## config.mk

```make
export PLATFORM = sky130hd
export DESIGN_NAME = ppu_register_and_scroll_unit_core
export DESIGN_NICKNAME = d
export VERILOG_FILES = /design/src/ppu_rsu_pkg.sv /design/src/ppu_rsu_next.sv /design/src/ppu_register_and_scroll_unit_core.sv
export SDC_FILE = /design/constraint.sdc
export NUM_CORES = 1
export LEC_CHECK = 0
export CAP_MARGIN = 20
export CORE_MARGIN = 2
export CORE_UTILIZATION = 58
export DETAILED_ROUTE_END_ITERATION = 10
export DONT_BUFFER_PORTS = 1
export PLACE_DENSITY = 0.76
export SYNTH_ARGS = -nofsm -noshare
export SYNTH_HDL_FRONTEND = slang
export SYNTH_SLANG_ARGS = --single-unit
```

## constraint.sdc

```tcl
create_clock -name clock -period 4 [get_ports clock]
set_clock_uncertainty 0.05 [all_clocks]
set_input_delay 0.8 -clock clock [delete_from_list [all_inputs] [get_ports clock]]
set_output_delay 0.8 -clock clock [all_outputs]
set_load 0.05 [all_outputs]
```

## src/ppu_rsu_pkg.sv

```systemverilog
// Shared types and codes for the register and scroll unit.
// No dependencies; imported by ppu_rsu_next and the top level.
`timescale 1ns / 1ps
`default_nettype none

package ppu_rsu_pkg;

   // transaction function codes
   localparam logic [3:0] FUNC_REG_READ     = 4'd0;
   localparam logic [3:0] FUNC_REG_WRITE    = 4'd1;
   localparam logic [3:0] FUNC_INC_X        = 4'd2;
   localparam logic [3:0] FUNC_INC_Y        = 4'd3;
   localparam logic [3:0] FUNC_COPY_X       = 4'd4;
   localparam logic [3:0] FUNC_COPY_Y       = 4'd5;
   localparam logic [3:0] FUNC_VBLANK_START = 4'd6;
   localparam logic [3:0] FUNC_FRAME_START  = 4'd7;
   localparam logic [3:0] FUNC_SPRITE_FLAGS = 4'd8;
   localparam logic [3:0] FUNC_NMI_ACK      = 4'd9;

   // bus register numbers
   localparam logic [2:0] REG_CTRL   = 3'd0;
   localparam logic [2:0] REG_MASK   = 3'd1;
   localparam logic [2:0] REG_STATUS = 3'd2;
   localparam logic [2:0] REG_SCROLL = 3'd5;
   localparam logic [2:0] REG_ADDR   = 3'd6;
   localparam logic [2:0] REG_DATA   = 3'd7;

   localparam logic [13:0] PALETTE_BASE = 14'h3F00;
   localparam logic [15:0] ROW_STRIDE   = 16'd32;
   localparam logic [15:0] COPY_X_MASK  = 16'h041F;
   localparam logic [15:0] COPY_Y_MASK  = 16'h7BE0;

   typedef struct packed {
      logic [7:0]  control;
      logic [7:0]  mask;
      logic [2:0]  status;   // bit0 overflow, bit1 sprite zero hit, bit2 vblank
      logic [15:0] cur;
      logic [15:0] tmp;
      logic [2:0]  fine_x;
      logic        toggle;
      logic [7:0]  rbuf;
      logic        nmi;
   } state_type;

   typedef struct packed {
      logic [7:0]  read_data;
      logic [13:0] mem_addr;
      logic        mem_read;
      logic        mem_write;
      logic [7:0]  mem_wdata;
   } access_type;

endpackage

`default_nettype wire

```

## src/ppu_rsu_next.sv

```systemverilog
// Next-state and bus-access logic for one transaction (purely combinational).
// Depends on ppu_rsu_pkg.
`timescale 1ns / 1ps
`default_nettype none

module ppu_rsu_next
   import ppu_rsu_pkg::*;
(
   input  state_type   state,
   input  logic [3:0]  func,
   input  logic [2:0]  reg_select,
   input  logic [7:0]  write_byte,
   input  logic [7:0]  mem_rdata,
   output state_type   state_nxt,
   output access_type  access
);

   logic        render_on;
   logic [15:0] port_step;
   logic [15:0] port_next;
   logic [15:0] bump_x;
   logic [15:0] bump_y;
   logic [4:0]  row_next;
   logic        nt_y;
   logic [15:0] tmp_addr_lo;

   assign render_on = state.mask[3] | state.mask[4];
   assign port_step = state.control[2] ? ROW_STRIDE : 16'd1;
   assign port_next = state.cur + port_step;
   assign tmp_addr_lo = {state.tmp[15:8], write_byte};

   // coarse x wraps into the neighbouring nametable
   always_comb begin
      if (state.cur[4:0] == 5'd31) begin
         bump_x = {state.cur[15:11], ~state.cur[10], state.cur[9:5], 5'd0};
      end else begin
         bump_x = state.cur + 16'd1;
      end
   end

   // row 29 is the last visible row: wrap and flip nametable; row 31 wraps without the flip
   always_comb begin
      row_next = state.cur[9:5];
      nt_y     = state.cur[11];
      if (state.cur[9:5] == 5'd29) begin
         row_next = 5'd0;
         nt_y     = ~state.cur[11];
      end else if (state.cur[9:5] == 5'd31) begin
         row_next = 5'd0;
      end else begin
         row_next = state.cur[9:5] + 5'd1;
      end
      if (state.cur[14:12] != 3'd7) begin
         bump_y = {state.cur[15], state.cur[14:12] + 3'd1, state.cur[11:0]};
      end else begin
         bump_y = {state.cur[15], 3'd0, nt_y, state.cur[10], row_next, state.cur[4:0]};
      end
   end

   always_comb begin
      state_nxt = state;
      access    = '0;
      case (func)
         FUNC_REG_READ: begin
            if (reg_select == REG_STATUS) begin
               access.read_data = {state.status, state.rbuf[4:0]};
               state_nxt.status = {1'b0, state.status[1:0]};
               state_nxt.toggle = 1'b0;
            end else if (reg_select == REG_DATA) begin
               access.mem_addr  = state.cur[13:0];
               access.mem_read  = 1'b1;
               // palette reads bypass the buffer
               access.read_data = (state.cur[13:0] >= PALETTE_BASE) ? mem_rdata : state.rbuf;
               state_nxt.rbuf   = mem_rdata;
               state_nxt.cur    = port_next;
            end
         end
         FUNC_REG_WRITE: begin
            unique case (reg_select)
               REG_CTRL: begin
                  state_nxt.control    = write_byte;
                  state_nxt.tmp[11:10] = write_byte[1:0];
               end
               REG_MASK: begin
                  state_nxt.mask = write_byte;
               end
               REG_SCROLL: begin
                  if (!state.toggle) begin
                     state_nxt.fine_x   = write_byte[2:0];
                     state_nxt.tmp[4:0] = write_byte[7:3];
                  end else begin
                     state_nxt.tmp[14:12] = write_byte[2:0];
                     state_nxt.tmp[9:5]   = write_byte[7:3];
                  end
                  state_nxt.toggle = ~state.toggle;
               end
               REG_ADDR: begin
                  if (!state.toggle) begin
                     state_nxt.tmp = {2'b00, write_byte[5:0], state.tmp[7:0]};
                  end else begin
                     state_nxt.tmp = tmp_addr_lo;
                     state_nxt.cur = tmp_addr_lo;
                  end
                  state_nxt.toggle = ~state.toggle;
               end
               REG_DATA: begin
                  access.mem_addr  = state.cur[13:0];
                  access.mem_write = 1'b1;
                  access.mem_wdata = write_byte;
                  state_nxt.cur    = port_next;
               end
               default: begin
               end
            endcase
         end
         FUNC_INC_X: begin
            if (render_on) state_nxt.cur = bump_x;
         end
         FUNC_INC_Y: begin
            if (render_on) state_nxt.cur = bump_y;
         end
         FUNC_COPY_X: begin
            if (render_on) begin
               state_nxt.cur = (state.cur & ~COPY_X_MASK) | (state.tmp & COPY_X_MASK);
            end
         end
         FUNC_COPY_Y: begin
            if (render_on) begin
               state_nxt.cur = (state.cur & ~COPY_Y_MASK) | (state.tmp & COPY_Y_MASK);
            end
         end
         FUNC_VBLANK_START: begin
            state_nxt.status[2] = 1'b1;
            if (state.control[7]) state_nxt.nmi = 1'b1;
         end
         FUNC_FRAME_START: begin
            state_nxt.status = 3'd0;
         end
         FUNC_SPRITE_FLAGS: begin
            state_nxt.status[1:0] = state.status[1:0] | write_byte[1:0];
         end
         FUNC_NMI_ACK: begin
            state_nxt.nmi = 1'b0;
         end
         default: begin
         end
      endcase
   end

endmodule

`default_nettype wire

```

## src/ppu_register_and_scroll_unit_core.sv

```systemverilog
// Top level of the register and scroll unit: state registers, result register, handshake.
// Depends on ppu_rsu_pkg and ppu_rsu_next.
//
//   port group   dir   role
//   req_*        in    bus access or render-timing event, one per transaction
//   rsp_*        out   read data, memory request and updated scroll/register state
//
// One transaction per cycle unless a held result stalls on rsp_ready; a result appears the cycle after acceptance.
// The state update and result are computed in a single pass into the result register.
// req_ready is low only while a result is held and rsp_ready is low.
// Synchronous reset clears the state registers to zero and drops rsp_valid; the result register is not reset.
`timescale 1ns / 1ps
`default_nettype none

module ppu_register_and_scroll_unit_core
   import ppu_rsu_pkg::*;
(
   input  logic        clock,
   input  logic        reset,
   input  logic        req_valid,
   output logic        req_ready,
   input  logic [3:0]  req_func,
   input  logic [2:0]  req_reg_select,
   input  logic [7:0]  req_write_byte,
   input  logic [7:0]  req_mem_rdata,
   output logic        rsp_valid,
   input  logic        rsp_ready,
   output logic [7:0]  rsp_read_data,
   output logic [13:0] rsp_mem_addr,
   output logic        rsp_mem_read,
   output logic        rsp_mem_write,
   output logic [7:0]  rsp_mem_wdata,
   output logic [15:0] rsp_cur_addr,
   output logic [2:0]  rsp_fine_scroll_x,
   output logic        rsp_nmi_pending,
   output logic [7:0]  rsp_control_out,
   output logic [7:0]  rsp_mask_out
);

   state_type  state_ff;
   state_type  state_in;
   access_type access_in;
   access_type access_ff;
   state_type  view_ff;    // state snapshot shown with the result
   logic       rsp_valid_ff;
   logic       accept;

   assign req_ready = !rsp_valid_ff || rsp_ready;
   assign accept    = req_valid && req_ready;

   ppu_rsu_next u_next (
      .state      (state_ff),
      .func       (req_func),
      .reg_select (req_reg_select),
      .write_byte (req_write_byte),
      .mem_rdata  (req_mem_rdata),
      .state_nxt  (state_in),
      .access     (access_in)
   );

   always_ff @(posedge clock) begin
      if (reset) begin
         state_ff     <= '0;
         rsp_valid_ff <= 1'b0;
      end else if (accept) begin
         state_ff     <= state_in;
         rsp_valid_ff <= 1'b1;
      end else if (rsp_ready) begin
         rsp_valid_ff <= 1'b0;
      end
   end

   always_ff @(posedge clock) begin
      if (accept) begin
         access_ff <= access_in;
         view_ff   <= state_in;
      end
   end

   assign rsp_valid         = rsp_valid_ff;
   assign rsp_read_data     = access_ff.read_data;
   assign rsp_mem_addr      = access_ff.mem_addr;
   assign rsp_mem_read      = access_ff.mem_read;
   assign rsp_mem_write     = access_ff.mem_write;
   assign rsp_mem_wdata     = access_ff.mem_wdata;
   assign rsp_cur_addr      = view_ff.cur;
   assign rsp_fine_scroll_x = view_ff.fine_x;
   assign rsp_nmi_pending   = view_ff.nmi;
   assign rsp_control_out   = view_ff.control;
   assign rsp_mask_out      = view_ff.mask;

   a_reset_clears_valid : assert property (@(posedge clock) reset |=> !rsp_valid)
      else $error("rsp_valid set after reset");

   a_data_write_strobe : assert property (@(posedge clock) disable iff (reset)
      (accept && req_func == FUNC_REG_WRITE && req_reg_select == REG_DATA)
         |=> (rsp_valid && rsp_mem_write && !rsp_mem_read))
      else $error("data-port write did not raise mem_write");

   a_nmi_ack_clears : assert property (@(posedge clock) disable iff (reset)
      (accept && req_func == FUNC_NMI_ACK) |=> (rsp_valid && !rsp_nmi_pending))
      else $error("nmi still pending after acknowledge");

   a_state_matches_view : assert property (@(posedge clock) disable iff (reset)
      rsp_valid |-> (rsp_cur_addr == state_ff.cur && rsp_nmi_pending == state_ff.nmi))
      else $error("shown state differs from held state");

endmodule

`default_nettype wire
```

; Word level (Yosys, flattened, before mapping)
; Cells that the tools add are included.
[classes]
add_sub_neg = 4
n_lt_le_gt_ge = 1
eq_ne = 24
mux = 44
n_bitwise = 9
n_reduce_logical = 22
[op_table]
columns = op, count
row1 = $mux 16, 8
row2 = $pmux 16 s6, 1
row3 = $mux 15, 4
row4 = $mux 8, 5
row5 = $pmux 16 s2, 1
row6 = $pmux 14 s2, 1
row7 = $mux 23, 1
row8 = $pmux 10 s2, 1
row9 = $add 16x1->16 const B, 1
row10 = $add 16x6->16, 1
row11 = $eq 4x3->1 const B, 4
row12 = $or 16x11->16, 1
row13 = $or 16x15->16, 1
row14 = $eq 5x5->1 const B, 3
row15 = $mux 5, 3
row16 = $reduce_and 5->1, 3
row17 = $ge 14x14->1 const B, 1
row18 = $mux 14, 1
row19 = $mux 3, 4
row20 = $reduce_and 4->1, 3
row21 = $ne 2x2->1 const B, 5
row22 = $reduce_bool 2->1, 5
row23 = $eq 3x3->1 const B, 3
row24 = $mux 9, 1
row25 = other kinds (28), 42
[word_totals]
register_bits = 132
wordCells = 128

; Longest topological paths before layout
[logic_depth]
depth_word = 6
ltp_mapped = 10

; Cells and area by module
; A second synthesis with hierarchy kept.
[unflattened]
hier_cells = 937
area_unflattened_um2 = 8441.8
[modules_own_cells]
columns = module, instances, cells_per_inst, area_each_um2, seq_area_each_um2
row1 = ppu_register_and_scroll_unit_core, 1, 365, 4931.0, 3343.2
row2 = ppu_rsu_next, 1, 572, 3510.9, 0.0

; Least setup slack after synthesis
; OpenSTA, ideal clock, no wires.
[synth_path]
kind = input -> register
start = input port rsp_ready
end = register state_ff[33] (netlist name)
arrival_ps = 3981
setup_slack_ps = -293
stages = 5
cell_sequence = nand2b_1 > nand2_1 > clkinv_1 > clkbuf_1 > a41oi_1
[synth_between]
elab_chain_len = 2
[synth_lines]
columns = item, line_no
row1 = start: declaration, ppu_register_and_scroll_unit_core.sv:27  ; input logic rsp_ready,
row2 = $logic_or 1x1->1, ppu_register_and_scroll_unit_core.sv:48  ; assign req_ready = !rsp_valid_ff || rsp_ready;
row3 = $logic_and 1x1->1, ppu_register_and_scroll_unit_core.sv:49  ; assign accept = req_valid && req_ready;
row4 = net accept, ppu_register_and_scroll_unit_core.sv:46  ; logic accept;
row5 = end signal: assignment, ppu_register_and_scroll_unit_core.sv:66  ; state_ff <= state_in;
row6 = end: declaration, ppu_register_and_scroll_unit_core.sv:40  ; state_type state_ff;
; The timed path passes the listed nets, and every way through them passes these cells.
; A chain may end at the register's enable or synchronous reset.

==> results by group <==
Run status
  – Outcome: finished, final reports clean

Power
  – Leak pwr: 0.002741 uW
  – Worst vdd rail ir drop: 0.3553 mV
  – Pwr dens: 445.5 mW/mm2

Global route
  – Tot GR Track Use: 0.3165
  – M1 GR Usage: 0.4336
  – Pin count of the biggest net entering global routing: 52
  – Initial antenna violation count: 0
  – GR Util met2: 0.4994
  – Vias in the first global route: 5567
  – Met3 Usage GRT: 0.06057
  – First-pass GRT wire length: 31.13 mm
  – Total gr overflow: 0
  – Gr busiest metal: met2

Yosys
  – Sequential-to-total area share from yosys stat: 0.4760
  – FF+latch count, synth: 132
  – Number of synthesized flops with an enable pin: 68
  – Synth unique cells: 74
  – Syn_nets: 787
  – Synth Instances: 749
  – Top_reg_cell synth: edfxtp_1
  – Syn. warnings: 0
  – Async S/R FF share, synth: 0
  – Post-Synthesis Cell Area: 0.006982 mm2
  – Syn_area_per_cell: 9.321 um2

Setup path
  – Worst EP required: 4.09 ns
  – CP max FO: 8
  – CP Capture Type: flop
  – Crit Path Category: flop to flop
  – Type of origin of the critical path: flop
  – WP data arrival: 3.23 ns

Die
  – Die Wd: 113.7 um
  – Core area: 0.01186 mm2
  – Die area: 0.01293 mm2
  – DIE HEIGHT: 113.7 um
  – I/O Pins: 97
  – # rows: 40
  – Starting Density: 0.5886

Placement
  – Post-place setup slack: 1.016 ns
  – DPL Wire Length: 13.58 mm
  – I/O Buffers: 0
  – Placed cell areas: 0.006993 mm2
  – Placer Congestion: 0.9737
  – # placed instances: 847

STA
  – Final Hold Viols: 0
  – Final period util: 0.7852
  – Worst setup margin: 0.8593 ns
  – Finish-stage setup viols: 0
  – RSZ-0062 raised after global routing: false
  – Setup TNS: 0 ns
  – Worst-Margin Slew: 0.8786 ns
  – Minimum clock period: 3.141 ns
  – Fin. max-slew vios: 0
  – Worst relative slew slack: 0.4121
  – Fmax: 318.4 MHz

CTS
  – Number of buffers inserted by hold repair at cts: 0
  – Post-CTS setup buffer count: 0
  – Resize count post-CTS: 0
  – CTS root buffer: clkbuf_16
  – Num CTS Buffers: 17
  – Clock-pin slew on the worst setup and hold paths: 0.06 ns
  – Clk_lat worst skew: 0.43 ns
  – CTS max path bufs: 2
  – CTS H-Tree Depth: 4
  – Clock Sinks: 132
  – CTS tree: yes

Final layout
  – Layout Cells excl Fill: 879
  – Nets: 757
  – Area Overhead vs Synth: 8.369%
  – Ratio of cells with drive above 1 in the final layout: 0.09973
  – Design area: 0.007566 mm2
  – N_diodes: 0

Detailed routing
  – DR vias: 5905
  – Detail Route Antenna Nets: 0
  – First-pass detailed-route iteration total: 5
  – Residual DRC: 0
  – Routed WL: 20.00 mm
  – WL/cell: 22.75 um
  – DRT iter0 DRCs: 633
  – Vias per cell: 6.718

Min path
  – Class of the worst hold path: primary input to flop

Flow run
  – Max-Cap Viols: 0
[placed cells by master, fill, tap and decap left out, types with 12 or more instances in the layout]
master	instances
inv_1	13
nor2_1	89
a31oi_1	12
nand3_1	16
a21oi_1	41
clkbuf_16	18
o21ai_0	36
a22oi_1	14
nor3_1	31
dfxtp_1	64
edfxtp_1	68
and3_1	19
nand2_1	75
[synth_stat cells (all sizes together), types with 5 or more instances]
| cell | n | area (um2) |
|---|---|---|
| o221ai | 7 | 61.31 |
| edfxtp | 68 | 2042 |
| nand2b | 6 | 37.54 |
| nand2 | 75 | 281.5 |
| buf | 18 | 98.84 |
| or2 | 6 | 37.54 |
| ha | 11 | 137.6 |
| inv | 13 | 48.80 |
| a31oi | 12 | 75.07 |
| mux2 | 19 | 247.7 |
| nor2b | 8 | 50.05 |
| a21o | 5 | 37.54 |
| and4 | 5 | 43.79 |
| o21a | 11 | 82.58 |
| nor4 | 7 | 43.79 |
| dfxtp | 64 | 1281 |
| nor3 | 31 | 155.2 |
| nor2 | 89 | 334.1 |
| o211a | 6 | 60.06 |
| nand3 | 16 | 80.08 |
| clkbuf | 42 | 157.7 |
| and3 | 19 | 118.9 |
| o21ai | 37 | 185.2 |
| a21oi | 42 | 214.0 |
| a22oi | 14 | 105.1 |
| and2 | 10 | 62.56 |
| mux2i | 9 | 90.09 |
| nand4 | 9 | 56.30 |
| o211ai | 7 | 52.55 |
| a211oi | 6 | 45.04 |
[power breakdown]
part	switching [uW]	internal (uW)	total, uW	leakage (uW)
clock	617	896	1510	0.000282
combinational	121	68.9	190	0.00125
sequential	179	1490	1670	0.00121
[through the flow]
stage / total power, uW / hold slack, ns / utilization
after floorplan: 1851 / 0.3857 / -
after global placement: 1877 / 0.3868 / 0.5896
after detailed placement: 1882 / 0.3930 / 0.5896
after CTS: 3379 / 0.3785 / 0.6379
after global routing: 3462 / 0.3810 / 0.6379
final: 3371 / 0.3991 / 0.6379
[sequential cells by signal (all words and copies together), names as in the netlist]
signal,count
state_ff,63
rsp_cur_addr,16
rsp_mem_addr,14
rsp_control_out,8
rsp_mask_out,8
rsp_mem_wdata,8
rsp_read_data,8
rsp_fine_scroll_x,3
rsp_mem_read,1
rsp_mem_write,1
rsp_nmi_pending,1
rsp_valid,1
[logic make-up after synthesis]
logic type | after synthesis | share of synthesized area
adder cells (fa/ha/maj) | 11 | 0.01971
AO/OA/AOI/OAI | 197 | 0.1939
XOR/XNOR | 6 | 0.007527
flip-flops | 132 | 0.4760
AND/OR/NAND/NOR | 301 | 0.2102
buffers and inverters | 74 | 0.04426
multiplexers | 28 | 0.04839
[critical path, cell delays in order (launching register included)]
cell      delay [ns]
dfxtp_1         0.44
ha_1            0.31
and3_1          0.20
ha_1            0.22
o21ba_2         0.23
and4_1          0.26
a22oi_1         0.41
nor3_1          0.13
a221oi_1        0.39
o21ai_0         0.21
[cell type report]
| type | instances | area [um2] |
|---|---|---|
| Clock buffer | 19 | 454.2 |
| Timing Repair Buffer | 11 | 82.58 |
| Fill cell | 928 | 4295 |
| Inverter | 14 | 53.80 |
| Sequential cell | 132 | 3323 |
| Tap cell | 147 | 183.9 |
| Clock inverter | 13 | 118.9 |
| Multi-Input combinational cell | 543 | 3349 |
[layer usage]
metal | share of wire | wire [um]
met5 | 0 | 0
met4 | 0.021 | 427
met3 | 0.082 | 1635
met2 | 0.48 | 9522
met1 | 0.42 | 8414
[worst paths after layout]
| path | startpoint | end | slack [ns] | cells past startpoint |
|---|---|---|---|---|
| worst max-delay path | state_ff[30] | rsp_cur_addr[9] | 0.86 | 9 |
| worst min-delay path | reset | state_ff[49] | 0.40 | 1 |
| worst max register to register | state_ff[30] | rsp_cur_addr[9] | 0.86 | 9 |
| worst min register to register | state_ff[6] | state_ff[6] | 0.40 | 2 |
Power figures use the tool's default switching activity.
